File: config.mk
export PLATFORM = sky130hd
export DESIGN_NAME = volume_axis_permute_flip_core
export DESIGN_NICKNAME = d
export VERILOG_FILES = /design/src/rtl/core/vapf_pkg.sv /design/src/rtl/core/vapf_cfg.sv /design/src/rtl/core/vapf_map.sv /design/src/rtl/core/vapf_index.sv /design/src/rtl/core/volume_axis_permute_flip_core.sv
export SDC_FILE = /design/constraint.sdc
export NUM_CORES = 2
export LEC_CHECK = 0
export CAP_MARGIN = 20
export CORE_AREA = 2 2 284 286
export CTS_BUF_LIST = sky130_fd_sc_hd__clkbuf_16
export DETAILED_ROUTE_END_ITERATION = 7
export DIE_AREA = 0 0 286 288
export DONT_BUFFER_PORTS = 1
export PLACE_DENSITY = 0.7
export SKIP_CTS_REPAIR_TIMING = 1
export SLEW_MARGIN = 20
export SYNTH_ARGS = -nofsm -noshare
export SYNTH_HDL_FRONTEND = slang
export SYNTH_SLANG_ARGS = --single-unit
File: constraint.sdc
create_clock -name i_clk -period 30.5 [get_ports i_clk]
set_input_delay 1.525 -clock i_clk [delete_from_list [all_inputs] [get_ports i_clk]]
set_output_delay 1.525 -clock i_clk [all_outputs]
set_load 0.005 [all_outputs]
File: src/rtl/core/vapf_pkg.sv
// shared types, constants and axis order table for the volume permute and flip core
package vapf_pkg;

    localparam int MAX_EXTENT   = 1024;
    localparam int SAMPLE_BITS  = 32;
    localparam int EXT_W        = 11;
    localparam int CNT_W        = $clog2(MAX_EXTENT);
    localparam int STRIDE_W     = 2 * CNT_W + 1;
    localparam int PROD_W       = CNT_W + STRIDE_W;
    localparam int SUM_W        = PROD_W + 2;
    localparam int IDX_W        = 30;
    localparam int ORDER_W      = 3;
    localparam int NUM_AXES     = 3;
    localparam int CFG_IDX_W    = 3;
    localparam int CFG_DATA_W   = EXT_W;
    localparam int IN_TDATA_W   = ((SAMPLE_BITS + 7) / 8) * 8;
    localparam int OUT_TDATA_W  = ((IDX_W + SAMPLE_BITS + 7) / 8) * 8;

    // stored dimension slots: slow, mid, fast
    localparam int DIM_SLOW = 0;
    localparam int DIM_MID  = 1;
    localparam int DIM_FAST = 2;

    typedef enum logic [CFG_IDX_W-1:0] {
        REG_EXTENT_SLOW  = 3'd0,
        REG_EXTENT_MID   = 3'd1,
        REG_EXTENT_FAST  = 3'd2,
        REG_SOURCE_ORDER = 3'd3,
        REG_DEST_ORDER   = 3'd4,
        REG_FLIP_X       = 3'd5,
        REG_FLIP_Y       = 3'd6,
        REG_FLIP_Z       = 3'd7
    } t_cfg_reg;

    typedef enum logic [ORDER_W-1:0] {
        ORDER_XYZ = 3'd0,
        ORDER_XZY = 3'd1,
        ORDER_YXZ = 3'd2,
        ORDER_YZX = 3'd3,
        ORDER_ZXY = 3'd4,
        ORDER_ZYX = 3'd5
    } t_order;

    typedef logic [1:0] t_axis;
    localparam t_axis AXIS_X = 2'd0;
    localparam t_axis AXIS_Y = 2'd1;
    localparam t_axis AXIS_Z = 2'd2;

    typedef struct packed {
        logic [NUM_AXES-1:0][EXT_W-1:0]    ext_stored;
        logic [NUM_AXES-1:0][EXT_W-1:0]    size;
        logic [ORDER_W-1:0]                src_order;
        logic [NUM_AXES-1:0]               flip;
        logic [NUM_AXES-1:0][STRIDE_W-1:0] stride;
    } t_cfg_view;

    typedef struct packed {
        logic [NUM_AXES-1:0][CNT_W-1:0] coord;
        logic [SAMPLE_BITS-1:0]         value;
        logic                           last;
    } t_stage_a;

    // axis held at place k of an order, fastest first; unused codes act as xyz
    function automatic t_axis order_axis(input logic [ORDER_W-1:0] order, input logic [1:0] k);
        t_axis a0;
        t_axis a1;
        t_axis a2;
        t_axis res;
        case (t_order'(order))
            ORDER_XZY: begin a0 = AXIS_X; a1 = AXIS_Z; a2 = AXIS_Y; end
            ORDER_YXZ: begin a0 = AXIS_Y; a1 = AXIS_X; a2 = AXIS_Z; end
            ORDER_YZX: begin a0 = AXIS_Y; a1 = AXIS_Z; a2 = AXIS_X; end
            ORDER_ZXY: begin a0 = AXIS_Z; a1 = AXIS_X; a2 = AXIS_Y; end
            ORDER_ZYX: begin a0 = AXIS_Z; a1 = AXIS_Y; a2 = AXIS_X; end
            default:   begin a0 = AXIS_X; a1 = AXIS_Y; a2 = AXIS_Z; end
        endcase
        case (k)
            2'd0:    res = a0;
            2'd1:    res = a1;
            default: res = a2;
        endcase
        return res;
    endfunction

endpackage

File: src/rtl/core/vapf_cfg.sv
// configuration registers, effective extents, logical sizes and destination strides
module vapf_cfg (
    input  logic                            i_clk,
    input  logic                            i_rst_n,
    input  logic                            i_cfg_valid,
    output logic                            o_cfg_ready,
    input  logic [vapf_pkg::CFG_IDX_W-1:0]  i_cfg_index,
    input  logic [vapf_pkg::CFG_DATA_W-1:0] i_cfg_data,
    output vapf_pkg::t_cfg_view             o_cfg
);
    import vapf_pkg::*;

    logic [NUM_AXES-1:0][EXT_W-1:0]    r_extent;
    logic [ORDER_W-1:0]                r_src_order;
    logic [ORDER_W-1:0]                r_dst_order;
    logic [NUM_AXES-1:0]               r_flip;
    logic [NUM_AXES-1:0][STRIDE_W-1:0] r_stride;
    logic [NUM_AXES-1:0][STRIDE_W-1:0] n_stride;

    logic [NUM_AXES-1:0][EXT_W-1:0] w_eff;
    logic [NUM_AXES-1:0][EXT_W-1:0] w_size;
    logic [2*EXT_W-1:0]             w_plane;
    t_axis                          w_d0;
    t_axis                          w_d1;
    t_axis                          w_d2;

    assign o_cfg_ready = 1'b1;

    always_ff @(posedge i_clk) begin
        if (!i_rst_n) begin
            r_extent    <= {NUM_AXES{EXT_W'(1)}};
            r_src_order <= '0;
            r_dst_order <= '0;
            r_flip      <= '0;
        end else if (i_cfg_valid) begin
            unique case (t_cfg_reg'(i_cfg_index))
                REG_EXTENT_SLOW:  r_extent[DIM_SLOW] <= i_cfg_data[EXT_W-1:0];
                REG_EXTENT_MID:   r_extent[DIM_MID]  <= i_cfg_data[EXT_W-1:0];
                REG_EXTENT_FAST:  r_extent[DIM_FAST] <= i_cfg_data[EXT_W-1:0];
                REG_SOURCE_ORDER: r_src_order        <= i_cfg_data[ORDER_W-1:0];
                REG_DEST_ORDER:   r_dst_order        <= i_cfg_data[ORDER_W-1:0];
                REG_FLIP_X:       r_flip[AXIS_X]     <= i_cfg_data[0];
                REG_FLIP_Y:       r_flip[AXIS_Y]     <= i_cfg_data[0];
                REG_FLIP_Z:       r_flip[AXIS_Z]     <= i_cfg_data[0];
            endcase
        end
    end

    // zero acts as one, anything above the maximum saturates
    always_comb begin
        for (int s = 0; s < NUM_AXES; s++) begin
            if (r_extent[s] == '0) begin
                w_eff[s] = EXT_W'(1);
            end else if (r_extent[s] > EXT_W'(MAX_EXTENT)) begin
                w_eff[s] = EXT_W'(MAX_EXTENT);
            end else begin
                w_eff[s] = r_extent[s];
            end
        end
    end

    // place k of the source order (fastest first) is stored dimension 2-k
    always_comb begin
        for (int a = 0; a < NUM_AXES; a++) begin
            w_size[a] = EXT_W'(1);
            for (int k = 0; k < NUM_AXES; k++) begin
                if (order_axis(r_src_order, 2'(k)) == t_axis'(a)) begin
                    w_size[a] = w_eff[NUM_AXES-1-k];
                end
            end
        end
    end

    assign w_d0    = order_axis(r_dst_order, 2'd0);
    assign w_d1    = order_axis(r_dst_order, 2'd1);
    assign w_d2    = order_axis(r_dst_order, 2'd2);
    assign w_plane = w_size[w_d0] * w_size[w_d1];

    always_comb begin
        n_stride       = '0;
        n_stride[w_d0] = STRIDE_W'(1);
        n_stride[w_d1] = STRIDE_W'(w_size[w_d0]);
        n_stride[w_d2] = w_plane[STRIDE_W-1:0];
    end

    // strides follow the registers in the next cycle, ahead of the product stage
    always_ff @(posedge i_clk) begin
        r_stride <= n_stride;
    end

    assign o_cfg.ext_stored = w_eff;
    assign o_cfg.size       = w_size;
    assign o_cfg.src_order  = r_src_order;
    assign o_cfg.flip       = r_flip;
    assign o_cfg.stride     = r_stride;

endmodule

File: src/rtl/core/vapf_map.sv
// position counters, axis remap and flip into the first pipeline register
module vapf_map (
    input  logic                             i_clk,
    input  logic                             i_rst_n,
    input  vapf_pkg::t_cfg_view              i_cfg,
    input  logic                             i_valid,
    output logic                             o_ready,
    input  logic [vapf_pkg::SAMPLE_BITS-1:0] i_value,
    output logic                             o_valid,
    input  logic                             i_ready,
    output vapf_pkg::t_stage_a               o_stage
);
    import vapf_pkg::*;

    logic [NUM_AXES-1:0][CNT_W-1:0] r_count;
    logic                           r_valid;
    t_stage_a                       r_stage;

    logic                           w_accept;
    logic [NUM_AXES-1:0][CNT_W-1:0] w_pos;
    logic [NUM_AXES-1:0]            w_last;
    logic                           w_last_all;
    logic [NUM_AXES-1:0][EXT_W-1:0] w_raw;
    logic [NUM_AXES-1:0][CNT_W-1:0] w_coord;
    logic [EXT_W-1:0]               w_flip_val [NUM_AXES];

    assign o_ready  = !r_valid || i_ready;
    assign w_accept = i_valid && o_ready;

    // a counter past its extent maps to the last position and counts as last
    always_comb begin
        for (int s = 0; s < NUM_AXES; s++) begin
            w_last[s] = {1'b0, r_count[s]} >= (i_cfg.ext_stored[s] - EXT_W'(1));
            if ({1'b0, r_count[s]} >= i_cfg.ext_stored[s]) begin
                w_pos[s] = CNT_W'(i_cfg.ext_stored[s] - EXT_W'(1));
            end else begin
                w_pos[s] = r_count[s];
            end
        end
    end

    assign w_last_all = &w_last;

    always_comb begin
        for (int a = 0; a < NUM_AXES; a++) begin
            w_raw[a] = '0;
            for (int k = 0; k < NUM_AXES; k++) begin
                if (order_axis(i_cfg.src_order, 2'(k)) == t_axis'(a)) begin
                    w_raw[a] = EXT_W'(w_pos[NUM_AXES-1-k]);
                end
            end
            w_flip_val[a] = i_cfg.size[a] - EXT_W'(1) - w_raw[a];
            w_coord[a]    = i_cfg.flip[a] ? w_flip_val[a][CNT_W-1:0] : w_raw[a][CNT_W-1:0];
        end
    end

    always_ff @(posedge i_clk) begin
        if (!i_rst_n) begin
            r_count <= '0;
            r_valid <= 1'b0;
        end else begin
            if (w_accept) begin
                r_valid <= 1'b1;
            end else if (i_ready) begin
                r_valid <= 1'b0;
            end
            if (w_accept) begin
                // fast wraps into mid, mid into slow
                if (!w_last[DIM_FAST]) begin
                    r_count[DIM_FAST] <= r_count[DIM_FAST] + CNT_W'(1);
                end else begin
                    r_count[DIM_FAST] <= '0;
                    if (!w_last[DIM_MID]) begin
                        r_count[DIM_MID] <= r_count[DIM_MID] + CNT_W'(1);
                    end else begin
                        r_count[DIM_MID] <= '0;
                        if (!w_last[DIM_SLOW]) begin
                            r_count[DIM_SLOW] <= r_count[DIM_SLOW] + CNT_W'(1);
                        end else begin
                            r_count[DIM_SLOW] <= '0;
                        end
                    end
                end
            end
        end
    end

    always_ff @(posedge i_clk) begin
        if (w_accept) begin
            r_stage.coord <= w_coord;
            r_stage.value <= i_value;
            r_stage.last  <= w_last_all;
        end
    end

    assign o_valid = r_valid;
    assign o_stage = r_stage;

    a_wrap_on_last: assert property (@(posedge i_clk) disable iff (!i_rst_n)
        (w_accept && w_last_all) |=> (r_count == '0))
        else $error("counters not cleared after the final element");

    a_fast_steps: assert property (@(posedge i_clk) disable iff (!i_rst_n)
        (w_accept && !w_last[DIM_FAST])
        |=> (r_count[DIM_FAST] == $past(r_count[DIM_FAST]) + CNT_W'(1)))
        else $error("fast counter did not advance by one");

    a_hold_idle: assert property (@(posedge i_clk) disable iff (!i_rst_n)
        !w_accept |=> $stable(r_count))
        else $error("counters moved without an accepted request");

endmodule

File: src/rtl/core/vapf_index.sv
// stride products and index sum, second pipeline register and output register
module vapf_index (
    input  logic                                                  i_clk,
    input  logic                                                  i_rst_n,
    input  logic [vapf_pkg::NUM_AXES-1:0][vapf_pkg::STRIDE_W-1:0] i_stride,
    input  logic                                                  i_valid,
    output logic                                                  o_ready,
    input  vapf_pkg::t_stage_a                                    i_stage,
    output logic                                                  o_valid,
    input  logic                                                  i_ready,
    output logic [vapf_pkg::IDX_W-1:0]                            o_index,
    output logic [vapf_pkg::SAMPLE_BITS-1:0]                      o_value,
    output logic                                                  o_last
);
    import vapf_pkg::*;

    logic                          r_b_valid;
    logic [NUM_AXES-1:0][PROD_W-1:0] r_b_prod;
    logic [SAMPLE_BITS-1:0]        r_b_value;
    logic                          r_b_last;

    logic                          r_c_valid;
    logic [IDX_W-1:0]              r_c_index;
    logic [SAMPLE_BITS-1:0]        r_c_value;
    logic                          r_c_last;

    logic                          w_c_ready;
    logic                          w_b_ready;
    logic                          w_b_load;
    logic                          w_c_load;
    logic [SUM_W-1:0]              w_sum;

    assign w_c_ready = !r_c_valid || i_ready;
    assign w_b_ready = !r_b_valid || w_c_ready;
    assign o_ready   = w_b_ready;
    assign w_b_load  = i_valid && w_b_ready;
    assign w_c_load  = r_b_valid && w_c_ready;

    assign w_sum = SUM_W'(r_b_prod[AXIS_X]) + SUM_W'(r_b_prod[AXIS_Y])
                 + SUM_W'(r_b_prod[AXIS_Z]);

    always_ff @(posedge i_clk) begin
        if (!i_rst_n) begin
            r_b_valid <= 1'b0;
            r_c_valid <= 1'b0;
        end else begin
            if (w_b_load) begin
                r_b_valid <= 1'b1;
            end else if (w_c_ready) begin
                r_b_valid <= 1'b0;
            end
            if (w_c_load) begin
                r_c_valid <= 1'b1;
            end else if (i_ready) begin
                r_c_valid <= 1'b0;
            end
        end
    end

    always_ff @(posedge i_clk) begin
        if (w_b_load) begin
            for (int a = 0; a < NUM_AXES; a++) begin
                r_b_prod[a] <= i_stage.coord[a] * i_stride[a];
            end
            r_b_value <= i_stage.value;
            r_b_last  <= i_stage.last;
        end
        if (w_c_load) begin
            r_c_index <= w_sum[IDX_W-1:0];
            r_c_value <= r_b_value;
            r_c_last  <= r_b_last;
        end
    end

    assign o_valid = r_c_valid;
    assign o_index = r_c_index;
    assign o_value = r_c_value;
    assign o_last  = r_c_last;

endmodule

File: src/rtl/core/volume_axis_permute_flip_core.sv
// top level of the volume permute and flip scatter address generator
//
// usage
//   samples enter on the s_axis channel one per request in source storage order,
//   fastest stored dimension first; each one leaves on m_axis with the linear
//   index it takes in the destination volume, the sample unchanged, and tlast
//   set on the final element of the volume, after which the counters wrap
//   the cfg channel writes the eight registers by index; it is always ready and
//   is meant to be used only while no request is in flight
// throughput and pipeline
//   one request per cycle while the receiver takes results; a request taken passes
//   the remap register, the stride product register and the output register
//   before its result is valid on m_axis
//   strides are rebuilt from the registers every cycle, in the cycle after a write
// reset
//   synchronous, active low; extents return to one, orders to xyz, flips off,
//   position counters to zero and the pipeline empties
// stalls
//   a stalled receiver holds the output register; the earlier stages keep
//   filling until full, then s_axis tready drops, so at most three requests are
//   in flight: the one held at the output and two behind it
module volume_axis_permute_flip_core (
    input  logic                              i_clk,
    input  logic                              i_rst_n,
    // sample input, tdata: element_value
    input  logic                              i_s_axis_tvalid,
    output logic                              o_s_axis_tready,
    input  logic [vapf_pkg::IN_TDATA_W-1:0]   i_s_axis_tdata,
    // result output, tdata: dest_index, moved_value, zero fill; tlast: volume_end
    output logic                              o_m_axis_tvalid,
    input  logic                              i_m_axis_tready,
    output logic [vapf_pkg::OUT_TDATA_W-1:0]  o_m_axis_tdata,
    output logic                              o_m_axis_tlast,
    // register writes
    input  logic                              i_cfg_valid,
    output logic                              o_cfg_ready,
    input  logic [vapf_pkg::CFG_IDX_W-1:0]    i_cfg_index,
    input  logic [vapf_pkg::CFG_DATA_W-1:0]   i_cfg_data
);
    import vapf_pkg::*;

    t_cfg_view              w_cfg;
    t_stage_a               w_stage;
    logic                   w_a_valid;
    logic                   w_a_ready;
    logic [IDX_W-1:0]       w_index;
    logic [SAMPLE_BITS-1:0] w_value;

    // register file and derived geometry
    vapf_cfg u_cfg (
        .i_clk       (i_clk),
        .i_rst_n     (i_rst_n),
        .i_cfg_valid (i_cfg_valid),
        .o_cfg_ready (o_cfg_ready),
        .i_cfg_index (i_cfg_index),
        .i_cfg_data  (i_cfg_data),
        .o_cfg       (w_cfg)
    );

    // counters and remap, first register
    vapf_map u_map (
        .i_clk   (i_clk),
        .i_rst_n (i_rst_n),
        .i_cfg   (w_cfg),
        .i_valid (i_s_axis_tvalid),
        .o_ready (o_s_axis_tready),
        .i_value (i_s_axis_tdata[SAMPLE_BITS-1:0]),
        .o_valid (w_a_valid),
        .i_ready (w_a_ready),
        .o_stage (w_stage)
    );

    // products and sum, product register and output register
    vapf_index u_index (
        .i_clk    (i_clk),
        .i_rst_n  (i_rst_n),
        .i_stride (w_cfg.stride),
        .i_valid  (w_a_valid),
        .o_ready  (w_a_ready),
        .i_stage  (w_stage),
        .o_valid  (o_m_axis_tvalid),
        .i_ready  (i_m_axis_tready),
        .o_index  (w_index),
        .o_value  (w_value),
        .o_last   (o_m_axis_tlast)
    );

    // index in the low bits, sample above it, zero fill to whole bytes
    assign o_m_axis_tdata = OUT_TDATA_W'({w_value, w_index});

    a_stall_needs_full_output: assert property (@(posedge i_clk) disable iff (!i_rst_n)
        !o_s_axis_tready |-> o_m_axis_tvalid)
        else $error("input stalled while the output register is empty");

endmodule

==> summary.txt <==
Outcome - finished clean
CP required - 31000 ps
Residual DRC - 0
CTS tree - done
Total track usage - 28.2%
First DRT Iteration DRCs - 2539
Area Growth Syn to Fin - 5.07%
Worst-Margin Slew - 1150 ps
Crit-path max cell delay - 820 ps
Vias in the first global route - 32200
FF-to-FF path depth - 23
Crit Path Max Fanout - 32
CP Launch Type - flip-flop
Post-Route WL - 113 mm
Hold path depth - 0
Final Cycle Share - 27.0%
Clock Pin Slew Worst Setup and Hold Paths - 60 ps
Fill cell count - 6994
WL per Instance - 20.4 µm
Mux share of post-synthesis cell area - 1.98%
Die height - 288 µm
Main combinational cell family by area after synthesis - adder cells
Die ar. - 82400 µm²
Number of synthesized flops with an enable pin - 249
Yosys warning count - 0
Site Rows - 104
Reg2reg start - u_cfg.r_src_order[1]
HP Start - u_map.o_stage[4]
Leak pwr - 20.1 nW
Most common cell in the netlist - nand2_1
Vias per cell - 5.78
Global-route wire length before repair - 181 mm
RSZ-0062 raised after global routing - false
Peak supply drop - 0.0395 mV
CTS Buffer Depth - 3
Yosys top cell by area - fa_1
Crit path from - u_cfg.r_src_order[1]
Critical Path Most Common Cell - o21ai_0
Synthesized area per cell - 9.44 µm²
Core Area - 79600 µm²
Register area share after synthesis - 23.6%
FF+latch count, synth - 387
Crit path DAT - 8720 ps
Max Cap Violations - 0
Starting Density - 54.5%
Setup-failing EPs final - 0
GPL Wtd Cong - 1.02
Initial antenna violation count - 3
Clock sinks - 387
Final setup TNS - 0 ps
Primary FF master, synth - edfxtp_1
Io pins - 119
Final HPWL DP - 88.7 mm
Die Width - 286 µm
Complex-gate fraction of the synthesized area - 10.8%
Proportion of netlist area held by the largest area contributor - 25.8%
FFs w/ async S/R, synth - 0%
Post-Synth XOR/XNOR Area - 3.53%
Vias - 32100
Critical path capture point type - flip-flop
Fmax - 0.122 GHz
Syn Std Cell Area - 43400 µm²
First drt pass iteration count - 6
Gr ovfl total - 0
Total CTS buffers - 46
Fin. max-slew vios - 0
Fin crit period - 8220 ps
Layout cells sized above 1 - 4.19%
Worst path slowest cell - o21ai_0
Skew final - 26.1 ps
Commonest cells post-synth - nand2_1, inv_1, fa_1
Clock Tree Root - clkbuf_16
Distinct cells, synth - 93
Worst-skew pair later-pin latency - 610 ps
Largest net degree at the start of global routing - 73
Adder-Cell Fraction of Synth Area - 36.4%
Worst path cell trace - buf_4, nand2b_1, nand2_1, o21ai_0, o21ai_0, mux2i_4, nand2_1, fa_1, inv_1, ha_1, fa_1, ha_1, fa_1, ha_1, nor2b_1, o21ai_0, a21oi_1, o21ai_0, a21oi_1, a211oi_1, nor2_1, or4b_2, a31oi_1
PD cells - 42.9 nW/µm²
Synth top area cells - fa_1, edfxtp_1, ha_1
Slew HR - 23.6%
Post-Synth Simple-Gate Area - 16.3%
Routed Antenna Nets - 0
Nets@finish - 5431
Layout Utilization - 57.2%
Port Buffers - 0
Crit Path Class - flip-flop to flip-flop
Final hold viol count - 0
Type of the tightest min-delay check - flip-flop to flip-flop
H-Tree Depth - 2
Post-synthesis cell count - 4593
critical path: cells and delay by family (launching register included):
family / cells / cell delay (ps)
AO/OA/AOI/OAI: 8 / 2410
adder cells (fa/ha/maj): 6 / 2280
buffers and inverters: 2 / 380
flip-flops: 1 / 300
multiplexers: 1 / 500
AND/OR/NAND/NOR: 6 / 2210
cell usage in the layout, fill, tap and decap left out, types with 16 or more instances in the layout:
| cell | count |
|---|---|
| a21o_1 | 54 |
| inv_1 | 619 |
| a22o_1 | 22 |
| nor2_1 | 230 |
| or3_1 | 23 |
| and2_1 | 269 |
| or2_2 | 21 |
| nand2b_1 | 63 |
| nor2b_1 | 50 |
| o22ai_1 | 42 |
| a21boi_0 | 43 |
| edfxtp_1 | 249 |
| nand3_1 | 55 |
| a211oi_1 | 25 |
| ha_1 | 369 |
| a221oi_1 | 21 |
| buf_4 | 32 |
| a21oi_1 | 180 |
| mux2_2 | 29 |
| nand2_1 | 627 |
| clkbuf_16 | 46 |
| xor2_1 | 56 |
| mux2i_1 | 48 |
| dfxtp_1 | 137 |
| a31oi_1 | 19 |
| o21bai_1 | 19 |
| fa_1 | 559 |
| o21a_1 | 23 |
| and3_1 | 16 |
| nor3_1 | 46 |
| o21ai_0 | 133 |
| xnor2_1 | 117 |
cell type report:
cell class              instances  area, µm²  area share (%)
diodes                          1       2.50         0.00549
clock buffers                  46       1150            2.53
multi-input cells            3369      30000            65.7
repair buffers                 32        240           0.527
well taps                    1060       1330            2.91
flip-flops and latches        387      10200            22.5
inverters                     616       2310            5.08
clock inverters                39        339           0.744
worst paths after layout:
path / endpoint / slack (ps)
setup / recovery: u_cfg.o_cfg[61] / 22280
hold / removal: u_index.r_b_value[3] / 410
setup reg to reg: u_cfg.o_cfg[61] / 22280
hold reg to reg: u_index.r_b_value[3] / 410
report_power, final:
part           internal, mW  total [mW]  switching, mW
Sequential            0.630       0.696         0.0660
Clock                 0.304       0.539          0.234
Combinational         0.295       0.720          0.424
Total                  1.23        1.95          0.725
metal layers:
layer / share of wire [%] / GRT usage (%) / vias to the layer above
li1: - / - / 14800
met1: 44 / 39.0 / 16000
met2: 46 / 46.1 / 1156
met3: 6.8 / 3.69 / 206
met4: 3.3 / 9.12 / 2
met5: 0.0097 / 0 / -
state kept, by name (all words and copies together) (netlist names):
register           count
u_index.r_b_value     32
u_map.o_valid          1
u_map.o_stage         63
u_index.o_valid        1
u_index.o_last         1
u_index.o_value       32
u_index.r_b_last       1
u_index.r_b_valid      1
u_index.r_b_prod      90
u_cfg.r_extent        33
u_cfg.r_flip           3
u_index.o_index       30
u_map.r_count         30
u_cfg.o_cfg           63
u_cfg.r_dst_order      3
u_cfg.r_src_order      3
through the flow:
step / power [mW] / hold WS, ps / std cells / area, µm² / setup WS, ps
6_report: 1.95 / 411 / 5550 / 45600 / 22280
5_1_grt: 2.08 / 418 / 5549 / 45600 / 21900
4_1_cts: 1.96 / 414 / 5549 / 45600 / 22490
3_5_place_dp: 1.42 / 405 / 5464 / 44100 / 22570
3_3_place_gp: 1.40 / 401 / 5464 / 44100 / 22620
2_1_floorplan: 1.23 / 400 / 4594 / 43400 / 19210
cell families (layout without fill, tap and decap cells):
logic type | Yosys count | in the layout
compound gates | 706 | 706
xor+xnor | 174 | 174
fa+ha+maj | 928 | 928
buf+inv | 838 | 733
flops | 387 | 387
mux | 80 | 80
other cells | 2 | 4
simple gates | 1478 | 1478
Note: power is estimated with default switching activity, not from simulation.
